==> config.mk <==
export PLATFORM = sky130hd
export DESIGN_NAME = websocket_frame_encoder_unit_flat
export DESIGN_NICKNAME = d
export VERILOG_FILES = /design/src/sv/ws_enc_pkg.sv /design/src/sv/ws_enc_if.sv /design/src/sv/websocket_frame_encoder_unit.sv /design/src/flat_wrapper.sv
export SDC_FILE = /design/constraint.sdc
export NUM_CORES = 1
export LEC_CHECK = 0
export ABC_CLOCK_PERIOD_IN_PS = 6800
export BUFFER_PORTS_ARGS = -buffer_cell sky130_fd_sc_hd__buf_4
export CORE_MARGIN = 2
export CORE_UTILIZATION = 41
export CTS_BUF_LIST = sky130_fd_sc_hd__clkbuf_16
export DETAILED_ROUTE_END_ITERATION = 12
export PLACE_DENSITY_LB_ADDON = 0.12
export SYNTH_ARGS = -nofsm -noshare
export SYNTH_HDL_FRONTEND = slang
export SYNTH_SLANG_ARGS = --single-unit
==> constraint.sdc <==
create_clock -name clk_i -period 6.8 [get_ports clk_i]
set_clock_uncertainty 0.2 [all_clocks]
set_input_delay 0.68 -clock clk_i [delete_from_list [all_inputs] [get_ports clk_i]]
set_output_delay 0.68 -clock clk_i [all_outputs]
set_load 0.02 [all_outputs]
==> src/sv/ws_enc_pkg.sv <==
package ws_enc_pkg;

  // Input command codes
  typedef enum logic [1:0] {
    CMD_BEGIN   = 2'd0,
    CMD_PAYLOAD = 2'd1,
    CMD_PING    = 2'd2,
    CMD_PONG    = 2'd3
  } cmd_e;

  // Longest burst one command produces: opcode, 126, two length bytes, four mask bytes
  localparam int unsigned BurstMax  = 8;
  localparam int unsigned BurstCntW = $clog2(BurstMax + 1);

  // Frame header bytes
  localparam logic [7:0] FinBit    = 8'h80;
  localparam logic [7:0] OpText    = 8'h01;
  localparam logic [7:0] OpBinary  = 8'h02;
  localparam logic [7:0] OpPing    = 8'h09;
  localparam logic [7:0] OpPong    = 8'h0a;
  localparam logic [7:0] MaskBit   = 8'h80;
  localparam logic [7:0] LenCode16 = 8'd126;

  // Lengths up to this value fit in the length byte itself
  localparam logic [15:0] LenInlineMax = 16'd125;

  // Bytes of one burst, index 0 leaves first
  typedef logic [BurstMax-1:0][7:0] burst_bytes_t;

  typedef struct packed {
    burst_bytes_t           bytes;
    logic [BurstCntW-1:0]   cnt;
    logic                   ends;   // last byte of the burst closes the frame
  } burst_t;

  // Mask byte at position pos, first byte in the top bits
  function automatic logic [7:0] mask_byte(logic [31:0] key, logic [1:0] pos);
    logic [7:0] res;
    unique case (pos)
      2'd0:    res = key[31:24];
      2'd1:    res = key[23:16];
      2'd2:    res = key[15:8];
      default: res = key[7:0];
    endcase
    return res;
  endfunction

endpackage

==> src/sv/ws_enc_if.sv <==
// Command channel into the encoder
interface ws_enc_in_if;
  logic        valid;
  logic        ready;
  logic [1:0]  command;
  logic        bin_frame;
  logic [15:0] payload_length;
  logic [31:0] mask_key;
  logic [7:0]  data_byte;

  modport source (output valid, output command, output bin_frame, output payload_length,
                  output mask_key, output data_byte, input ready);
  modport sink   (input valid, input command, input bin_frame, input payload_length,
                  input mask_key, input data_byte, output ready);
endinterface

// Wire byte channel out of the encoder
interface ws_enc_out_if;
  logic       valid;
  logic       ready;
  logic [7:0] out_byte;
  logic       last;

  modport source (output valid, output out_byte, output last, input ready);
  modport sink   (input valid, input out_byte, input last, output ready);
endinterface

==> src/sv/websocket_frame_encoder_unit.sv <==
// Client-side masked websocket frame encoder. Each command word is turned
// into a burst of wire bytes: a begin command gives a 6-byte header (length up
// to 125) or an 8-byte one (126 plus 16-bit length), ping and pong give a
// complete 6-byte empty control frame, and a payload byte gives one masked
// byte, so payload streams at one byte per clock while the output is not
// stalled. Output runs one byte per cycle while out_o.ready is high; one
// further command is held while a burst drains, and input stalls only when
// both that holding register and the output burst register are full. The first
// byte of a command passes through the holding register and then the output
// burst register before it shows on the output. last marks the final byte of a
// frame. Payload bytes arriving with no frame open are dropped silently.
module websocket_frame_encoder_unit (
  input logic         clk_i,
  input logic         rst_ni,
  ws_enc_in_if.sink   in_i,
  ws_enc_out_if.source out_o
);

  ws_enc_pkg::cmd_e cmd;
  logic             in_acc;

  // Frame state
  logic [31:0] mask_q, mask_d;
  logic [15:0] remain_q, remain_d;
  logic [1:0]  mpos_q, mpos_d;
  logic        open_q, open_d;

  // Burst computed from the incoming word
  ws_enc_pkg::burst_t nb;
  logic [15:0]        rem_dec;

  // Holding register between input and output
  logic               a_valid_q;
  ws_enc_pkg::burst_t a_q;
  logic               a_move;

  // Output burst register
  ws_enc_pkg::burst_bytes_t              b_bytes_q;
  logic [ws_enc_pkg::BurstCntW-1:0]      b_cnt_q;
  logic                                  b_ends_q;
  logic                                  b_free;
  logic                                  out_hs;

  assign cmd    = ws_enc_pkg::cmd_e'(in_i.command);
  assign in_acc = in_i.valid && in_i.ready;
  assign out_hs = out_o.valid && out_o.ready;

  // Output register frees when empty or its final byte leaves now
  assign b_free = (b_cnt_q == '0) ||
                  ((b_cnt_q == ws_enc_pkg::BurstCntW'(1)) && out_o.ready);
  assign a_move = a_valid_q && b_free;
  assign in_i.ready = !a_valid_q || b_free;

  // Burst and next frame state for the incoming word
  always_comb begin
    nb       = '0;
    mask_d   = mask_q;
    remain_d = remain_q;
    mpos_d   = mpos_q;
    open_d   = open_q;
    rem_dec  = remain_q - 16'd1;
    unique case (cmd)
      ws_enc_pkg::CMD_PAYLOAD: begin
        if (open_q) begin
          nb.bytes[0] = in_i.data_byte ^ ws_enc_pkg::mask_byte(mask_q, mpos_q);
          nb.cnt      = ws_enc_pkg::BurstCntW'(1);
          nb.ends     = (rem_dec == '0);
          remain_d    = rem_dec;
          mpos_d      = (rem_dec == '0) ? 2'd0 : mpos_q + 2'd1;
          open_d      = (rem_dec != '0);
        end
      end
      ws_enc_pkg::CMD_BEGIN: begin
        mask_d      = in_i.mask_key;
        mpos_d      = 2'd0;
        remain_d    = in_i.payload_length;
        open_d      = (in_i.payload_length != '0);
        nb.ends     = (in_i.payload_length == '0);
        nb.bytes[0] = ws_enc_pkg::FinBit |
                      (in_i.bin_frame ? ws_enc_pkg::OpBinary : ws_enc_pkg::OpText);
        if (in_i.payload_length > ws_enc_pkg::LenInlineMax) begin
          nb.bytes[1] = ws_enc_pkg::LenCode16 | ws_enc_pkg::MaskBit;
          nb.bytes[2] = in_i.payload_length[15:8];
          nb.bytes[3] = in_i.payload_length[7:0];
          nb.bytes[4] = in_i.mask_key[31:24];
          nb.bytes[5] = in_i.mask_key[23:16];
          nb.bytes[6] = in_i.mask_key[15:8];
          nb.bytes[7] = in_i.mask_key[7:0];
          nb.cnt      = ws_enc_pkg::BurstCntW'(8);
        end else begin
          nb.bytes[1] = in_i.payload_length[7:0] | ws_enc_pkg::MaskBit;
          nb.bytes[2] = in_i.mask_key[31:24];
          nb.bytes[3] = in_i.mask_key[23:16];
          nb.bytes[4] = in_i.mask_key[15:8];
          nb.bytes[5] = in_i.mask_key[7:0];
          nb.cnt      = ws_enc_pkg::BurstCntW'(6);
        end
      end
      ws_enc_pkg::CMD_PING, ws_enc_pkg::CMD_PONG: begin
        // Control frame also drops any open data frame
        mask_d      = in_i.mask_key;
        mpos_d      = 2'd0;
        remain_d    = '0;
        open_d      = 1'b0;
        nb.ends     = 1'b1;
        nb.bytes[0] = ws_enc_pkg::FinBit | ((cmd == ws_enc_pkg::CMD_PING) ?
                      ws_enc_pkg::OpPing : ws_enc_pkg::OpPong);
        nb.bytes[1] = ws_enc_pkg::MaskBit;
        nb.bytes[2] = in_i.mask_key[31:24];
        nb.bytes[3] = in_i.mask_key[23:16];
        nb.bytes[4] = in_i.mask_key[15:8];
        nb.bytes[5] = in_i.mask_key[7:0];
        nb.cnt      = ws_enc_pkg::BurstCntW'(6);
      end
      default: ;
    endcase
  end

  // Frame state, holding register valid and output count
  always_ff @(posedge clk_i or negedge rst_ni) begin
    if (!rst_ni) begin
      mask_q    <= '0;
      remain_q  <= '0;
      mpos_q    <= '0;
      open_q    <= 1'b0;
      a_valid_q <= 1'b0;
      b_cnt_q   <= '0;
    end else begin
      if (in_acc) begin
        mask_q   <= mask_d;
        remain_q <= remain_d;
        mpos_q   <= mpos_d;
        open_q   <= open_d;
      end
      if (in_acc) begin
        a_valid_q <= (nb.cnt != '0);
      end else if (a_move) begin
        a_valid_q <= 1'b0;
      end
      if (a_move) begin
        b_cnt_q <= a_q.cnt;
      end else if (out_hs) begin
        b_cnt_q <= b_cnt_q - ws_enc_pkg::BurstCntW'(1);
      end
    end
  end

  // Payload registers
  always_ff @(posedge clk_i) begin
    if (in_acc) begin
      a_q <= nb;
    end
    if (a_move) begin
      b_bytes_q <= a_q.bytes;
      b_ends_q  <= a_q.ends;
    end else if (out_hs) begin
      b_bytes_q <= {8'h00, b_bytes_q[ws_enc_pkg::BurstMax-1:1]};
    end
  end

  assign out_o.valid    = (b_cnt_q != '0);
  assign out_o.out_byte = b_bytes_q[0];
  assign out_o.last     = b_ends_q && (b_cnt_q == ws_enc_pkg::BurstCntW'(1));

endmodule

==> src/flat_wrapper.sv <==
// flat-port wrapper written by rule: the top's interface ports become plain ports
module websocket_frame_encoder_unit_flat 
  (clk_i, rst_ni, in_i_valid, in_i_command, in_i_bin_frame, in_i_payload_length, in_i_mask_key, in_i_data_byte, in_i_ready, out_o_valid, out_o_out_byte, out_o_last, out_o_ready);
  ws_enc_in_if in_i_i ();
  ws_enc_out_if out_o_i ();
  input logic clk_i;
  input logic rst_ni;
  input wire logic [$bits(in_i_i.valid)-1:0] in_i_valid;
  input wire logic [$bits(in_i_i.command)-1:0] in_i_command;
  input wire logic [$bits(in_i_i.bin_frame)-1:0] in_i_bin_frame;
  input wire logic [$bits(in_i_i.payload_length)-1:0] in_i_payload_length;
  input wire logic [$bits(in_i_i.mask_key)-1:0] in_i_mask_key;
  input wire logic [$bits(in_i_i.data_byte)-1:0] in_i_data_byte;
  output wire logic [$bits(in_i_i.ready)-1:0] in_i_ready;
  output wire logic [$bits(out_o_i.valid)-1:0] out_o_valid;
  output wire logic [$bits(out_o_i.out_byte)-1:0] out_o_out_byte;
  output wire logic [$bits(out_o_i.last)-1:0] out_o_last;
  input wire logic [$bits(out_o_i.ready)-1:0] out_o_ready;
  assign in_i_i.valid = in_i_valid;
  assign in_i_i.command = in_i_command;
  assign in_i_i.bin_frame = in_i_bin_frame;
  assign in_i_i.payload_length = in_i_payload_length;
  assign in_i_i.mask_key = in_i_mask_key;
  assign in_i_i.data_byte = in_i_data_byte;
  assign in_i_ready = in_i_i.ready;
  assign out_o_valid = out_o_i.valid;
  assign out_o_out_byte = out_o_i.out_byte;
  assign out_o_last = out_o_i.last;
  assign out_o_i.ready = out_o_ready;
  websocket_frame_encoder_unit u_core (.clk_i(clk_i), .rst_ni(rst_ni), .in_i(in_i_i), .out_o(out_o_i));
endmodule
### Yosys cells after proc, flatten, opt, wreduce, memory -nomap -nowiden

Cells that the tools add are included.

* add/subtract/negate cells: 3
* multipliers: 0
* divide/modulo/power cells: 0
* order comparisons: 1
* equality and inequality tests: 7
* shift operators: 0
* multiplexer cells: 23
* bitwise gates (word level): 1
* reduce and logical (&&, ||, !) cells: 24

Operators with widths (count)
* two-way mux 64 bit: 2
* case mux 40 bit (2 select lines): 1
* case mux 16 bit (3 select lines): 1
* two-way mux 40 bit: 1
* case mux 13 bit (3 select lines): 1
* logical NOT 16 bit: 2
* nonzero test 16 bit: 2
* case mux 8 bit (3 select lines): 1
* > comparator 16 x 7 -> 1 bit, second input constant: 1
* two-way mux 16 bit: 1
* two-way mux 8 bit: 2
* subtractor 16 x 1 -> 16 bit, second input constant: 1
* two-way mux 13 bit: 1
* two-way mux 4 bit: 3
* two-way mux 2 bit: 4
* nonzero test 4 bit: 2
* XOR 8 bit: 1
* equality test 2 bit, second input constant: 3
* AND reduction 2 bit: 3
* logical AND 1 bit: 5
* equality test 2 x 1 -> 1 bit, second input constant: 2
* equality test 4 x 1 -> 1 bit, second input constant: 1
* logical NOT 2 bit: 2
* logical NOT 4 bit: 1
* 11 further kinds: 15

* bits in registers: 190
* bits in latches: 0
* bits in writable memories: 0
* memory bits (read-only): 0
* bits of input ports: 63
* output and inout bits: 11
* logic and storage cells: 84
* memories kept: 0

### Longest topological paths before layout

* depth in word-level cells: 9
* mapped depth: 10
* depth with buffers taken out: 9

### Worst setup path after synthesis

OpenSTA, ideal clock, no wires.

* path type: input to register
* start point: input out_o_ready
* end point: register u_core.mask_q[23]
* library setup time: 0.125 ns
* arrival: 3.641 ns
* required time: 6.475 ns
* path slack: 2.834 ns
* cell stages on the path: 7
* buffers on the path: 1
* path through: and2_1 -> o21a_1 -> nand2_1 -> inv_1 -> nand2_1 -> clkbuf_1 -> mux2_2

* longest elaborated chain between the ends: 5

RTL lines
* start: declaration: line flat_wrapper.sv:18 `input wire logic [$bits(out_o_i.ready)-1:0] out_o_ready;`
* logical AND 1 bit: line websocket_frame_encoder_unit.sv:50 `((b_cnt_q == ws_enc_pkg::BurstCntW'(1)) && out_o.ready);`
* logical OR 1 bit: line websocket_frame_encoder_unit.sv:49 `assign b_free = (b_cnt_q == '0) ||`
* logical OR 1 bit: line websocket_frame_encoder_unit.sv:52 `assign in_i.ready = !a_valid_q || b_free;`
* via in_i_ready: line flat_wrapper.sv:14 `output wire logic [$bits(in_i_i.ready)-1:0] in_i_ready;`
* logical AND 1 bit: line websocket_frame_encoder_unit.sv:45 `assign in_acc = in_i.valid && in_i.ready;`
* via u_core.in_acc: line websocket_frame_encoder_unit.sv:20 `logic in_acc;`
* AND reduction 2 bit (no line)
* end signal: assignment: line websocket_frame_encoder_unit.sv:130 `mask_q <= mask_d;`
* end: declaration: line websocket_frame_encoder_unit.sv:23 `logic [31:0] mask_q, mask_d;`

The timed path passes the listed nets, and every way through them passes these cells.
A chain may end at the register's enable or synchronous reset.

### Final worst setup path

* start point: register u_core.b_cnt_q[1] (netlist name)
* end point: register u_core.mask_q[5]

* longest elaborated chain between the ends: 6
* elaborated cells on any way between the ends: 7
* classes of those cells: 1 x eq/ne; 6 x reduce/logical

RTL lines
* start: declaration: line websocket_frame_encoder_unit.sv:39 `logic [ws_enc_pkg::BurstCntW-1:0] b_cnt_q;`
* start signal: assignment: line websocket_frame_encoder_unit.sv:141 `b_cnt_q <= a_q.cnt;`
* start signal: assignment: line websocket_frame_encoder_unit.sv:143 `b_cnt_q <= b_cnt_q - ws_enc_pkg::BurstCntW'(1);`
* equality test 4 x 1 -> 1 bit: line websocket_frame_encoder_unit.sv:50
* logical AND 1 bit: line websocket_frame_encoder_unit.sv:50
* logical OR 1 bit (*): line websocket_frame_encoder_unit.sv:49
* logical OR 1 bit (*): line websocket_frame_encoder_unit.sv:52
* logical AND 1 bit (*): line websocket_frame_encoder_unit.sv:45
* via u_core.in_acc: line websocket_frame_encoder_unit.sv:20
* AND reduction 2 bit (no line) (*)

Mark *: on every way through the listed nets, which the timed path passes. The rest lies on a longest branch.

==> results.py <==
metrics = {
    "worst_setup_path": {
        "cp_data_required_time_ps": 6920,
        "cpPeakStageDelay_ps": 590,
        "crit_path_start_kind": "flip-flop",
        "crit_arrival_ps": 3430,
        "path_buf_inv": 4,
        "path_max_fanout": 44,
        "critPathTopFamily": "buffers and inverters",
        "crit_chain": "inv_1 > ha_1 > and2_1 > o21a_1 > nand2_1 > inv_2 > buf_4 > nand2_1 > buf_4 > mux2_2",
        "cp_slowest_cell": "buf_4",
        "end_kind": "flip-flop",
        "path_class": "flip-flop to flip-flop",
    },
    "sta": {
        "fmax_mhz": 301,
        "fin_crit_ps": 3320,
        "rsz0062_at_grt": "false",
        "drv_slew": 0,
        "setup_viol": 0,
        "finalHoldViolCount": 0,
        "post-route-period-util_pct": 48.8,
        "relSlewSlack_pct": 24.9,
        "worstMarginPinSlew_ps": 1120,
        "tns_ps": 0,
    },
    "logic_synthesis": {
        "synth_nets": 821,
        "async_flop_share_pct": 29.6,
        "synth_edf_count": 133,
        "syn_avg_cell_area_sq_um": 11.4,
        "yosysWarnings": 0,
        "syn_inst": 749,
        "ys_types": 59,
        "ys_seq_elements": 189,
        "synthesis.area_sq_um": 8560,
        "synth-seq-area-share_pct": 63.1,
        "synthFlopType": "edfxtp_1",
    },
    "power": {
        "switchingPower_w": 0.00127,
        "internal-power_w": 0.00254,
        "pwr-share-clk_pct": 26.1,
        "pwr-share-comb_pct": 26.7,
        "leakagePower_nw": 4.13,
        "power_frac_seq_pct": 47.2,
        "irDropWorstVdd_mv": 0.173,
        "p_sw_share_pct": 33.3,
        "power-per-cell-area_nw_per_um2": 385,
    },
    "layout": {
        "finalNonFillerCells": 1085,
        "drive_gt1_share_pct": 19.5,
        "post-route-util_pct": 48.5,
        "num-fill-cells": 1877,
        "n_antenna_cell": 0,
        "syn_to_final_growth_pct": 15.5,
        "finalNetCount": 874,
    },
    "routing": {
        "post-route-drc-count": 0,
        "wl_microns": 22400,
        "dr.first_iter.drc_count": 714,
        "ant_nets": 0,
        "vias_per_cell": 5.52,
        "avgRoutedWirePerCell_microns": 20.7,
        "dr.pass1.iters": 5,
        "dr_total_vias": 5984,
    },
    "run": {
        "maxCapViolCount": 0,
    },
    "cts": {
        "cts_tree": "built",
        "clk_latency_ps": 430,
        "cts_htree_levels": 4,
        "numCtsBuffers": 17,
        "postCtsSetupRepairBufs": 0,
        "cts_buffer_depth": 2,
        "ctsResizeCount": 0,
        "cts.sinks": 189,
        "cts_hold_buf": 0,
        "clk_pin_slew_ps": 70,
        "cts-root-buf": "clkbuf_16",
    },
    "status": {
        "status": "finished clean",
    },
    "floorplanning": {
        "design.core.area_sq_um": 20400,
        "die_height_microns": 148,
        "std_cell_rows": 52,
        "die_area_sq_um": 22000,
        "io-pin-count": 74,
        "initial_core_util_pct": 42.0,
        "die_x_microns": 148,
    },
    "placement": {
        "dp_hpwl_microns": 15600,
        "gp_congestion": 0.868,
        "dp.cells": 1053,
        "port_buffers": 73,
    },
    "grt": {
        "grt_pass1_vias": 5816,
        "grt_max_degree": 71,
        "overflow": 0,
        "grt_pass1_wl_microns": 34200,
        "antenna_found_initial": 0,
        "grtUsageTotal_pct": 20.8,
    },
    "worst_hold_path": {
        "hp-class": "input port to async pin",
    },
}
-- state kept, by name, indices dropped and copies added, names as in the netlist --
| name | cells |
|---|---|
| u_core.a_valid_q | 1 |
| u_core.a_q | 68 |
| u_core.b_bytes_q | 56 |
| u_core.mask_q | 32 |
| u_core.open_q | 1 |
| u_core.mpos_q | 2 |
| u_core.b_ends_q | 1 |
| u_core.remain_q | 16 |
| u_core.out_o.out_byte | 8 |
| u_core.b_cnt_q | 4 |
-- cells in the mapped netlist (all sizes together) (9+ instances only) --
master,n,area [sq um]
o21ai,45,225
nand2,203,762
a21oi,22,110
mux2,31,349
buf,18,115
a22oi,12,90.1
inv,21,78.8
dfrtp,56,1400
edfxtp,133,3990
clkbuf,29,110
nor2,21,81.3
nor3,12,65.1
and3,30,188
a22o,24,210
ha,9,113
-- path summary, 6_finish.rpt --
check	from	end	slack [ps]	cells past startpoint
worst max-delay path	u_core.b_cnt_q[1]	u_core.mask_q[5]	3480	10
worst min-delay path	rst_ni	u_core.mask_q[28]	110	1
worst max register to register	u_core.b_cnt_q[1]	u_core.mask_q[5]	3480	10
worst min register to register	u_core.a_q[0]	u_core.b_ends_q	240	0
max in group asynchronous	rst_ni	u_core.b_cnt_q[2]	5780	1
min in group clk_i	u_core.a_q[0]	u_core.b_ends_q	240	0
-- logic make-up (layout without fill, tap and decap cells) --
logic type                 count (synthesis)  count (layout)  synth area share, %
and+or+nand+nor                          298             298                 15.4
DFF                                      189             189                 63.1
muxes                                     31              31                 4.08
xor gates and xnor gates                  10              10                 1.11
AOI/OAI and AO/OA                        144             144                 11.4
buffers and inverters                     68             134                 3.55
adders and majority gates                  9               9                 1.32
-- power by group through the flow --
stage / clock network [W] / registers, W / logic (W)
floorplan: 0 / 0.00176 / 0.000715
global placement: 0 / 0.00181 / 0.00100
detailed placement: 0 / 0.00181 / 0.00102
CTS: 0.00101 / 0.00179 / 0.00102
global route: 0.00106 / 0.00182 / 0.00113
finish: 0.000994 / 0.00179 / 0.00101
-- routing by layer --
layer	vias to the layer above	share of wire, %	wire [microns]	track usage [%]
li1	2808	-	-	-
met1	2942	48	10700	31.8
met2	201	45	10100	30.6
met3	33	5.3	1200	3.31
met4	0	1.9	433	6.33
met5	-	0	0	0
-- stage by stage --
stage	setup slack [ps]	total power [W]	hold slack [ps]	area, sq um
global placement	3470	0.00281	210	9290
floorplan	2830	0.00247	184	8560
CTS	3460	0.00383	121	9880
global route	3240	0.00401	160	9880
detailed placement	3400	0.00283	214	9290
finish	3480	0.00380	109	9880
-- layout make-up --
cell class                      instances  area [sq um]  area share, %
Sequential cell                       189          5400           54.6
Multi-Input combinational cell        492          2870           29.0
Timing Repair Buffer                   81           608           6.15
Clock buffer                           19           475           4.81
Tap cell                              270           338           3.42
Clock inverter                         13           119           1.20
Inverter                               21          78.8          0.798
-- layout by cell type, fill, tap and decap left out, types with 7 or more instances in the layout --
cell type / count
edfxtp_1: 133
a22o_1: 24
clkbuf_16: 19
nand2_1: 202
o21ai_0: 45
buf_4: 81
xnor2_1: 7
ha_1: 9
and3_1: 30
mux2_2: 31
nor3_1: 11
dfrtp_1: 56
a222oi_1: 8
o21a_1: 8
nor2_1: 19
a21oi_1: 22
inv_1: 18
a22oi_1: 12
(Power assumes the default switching activity.)
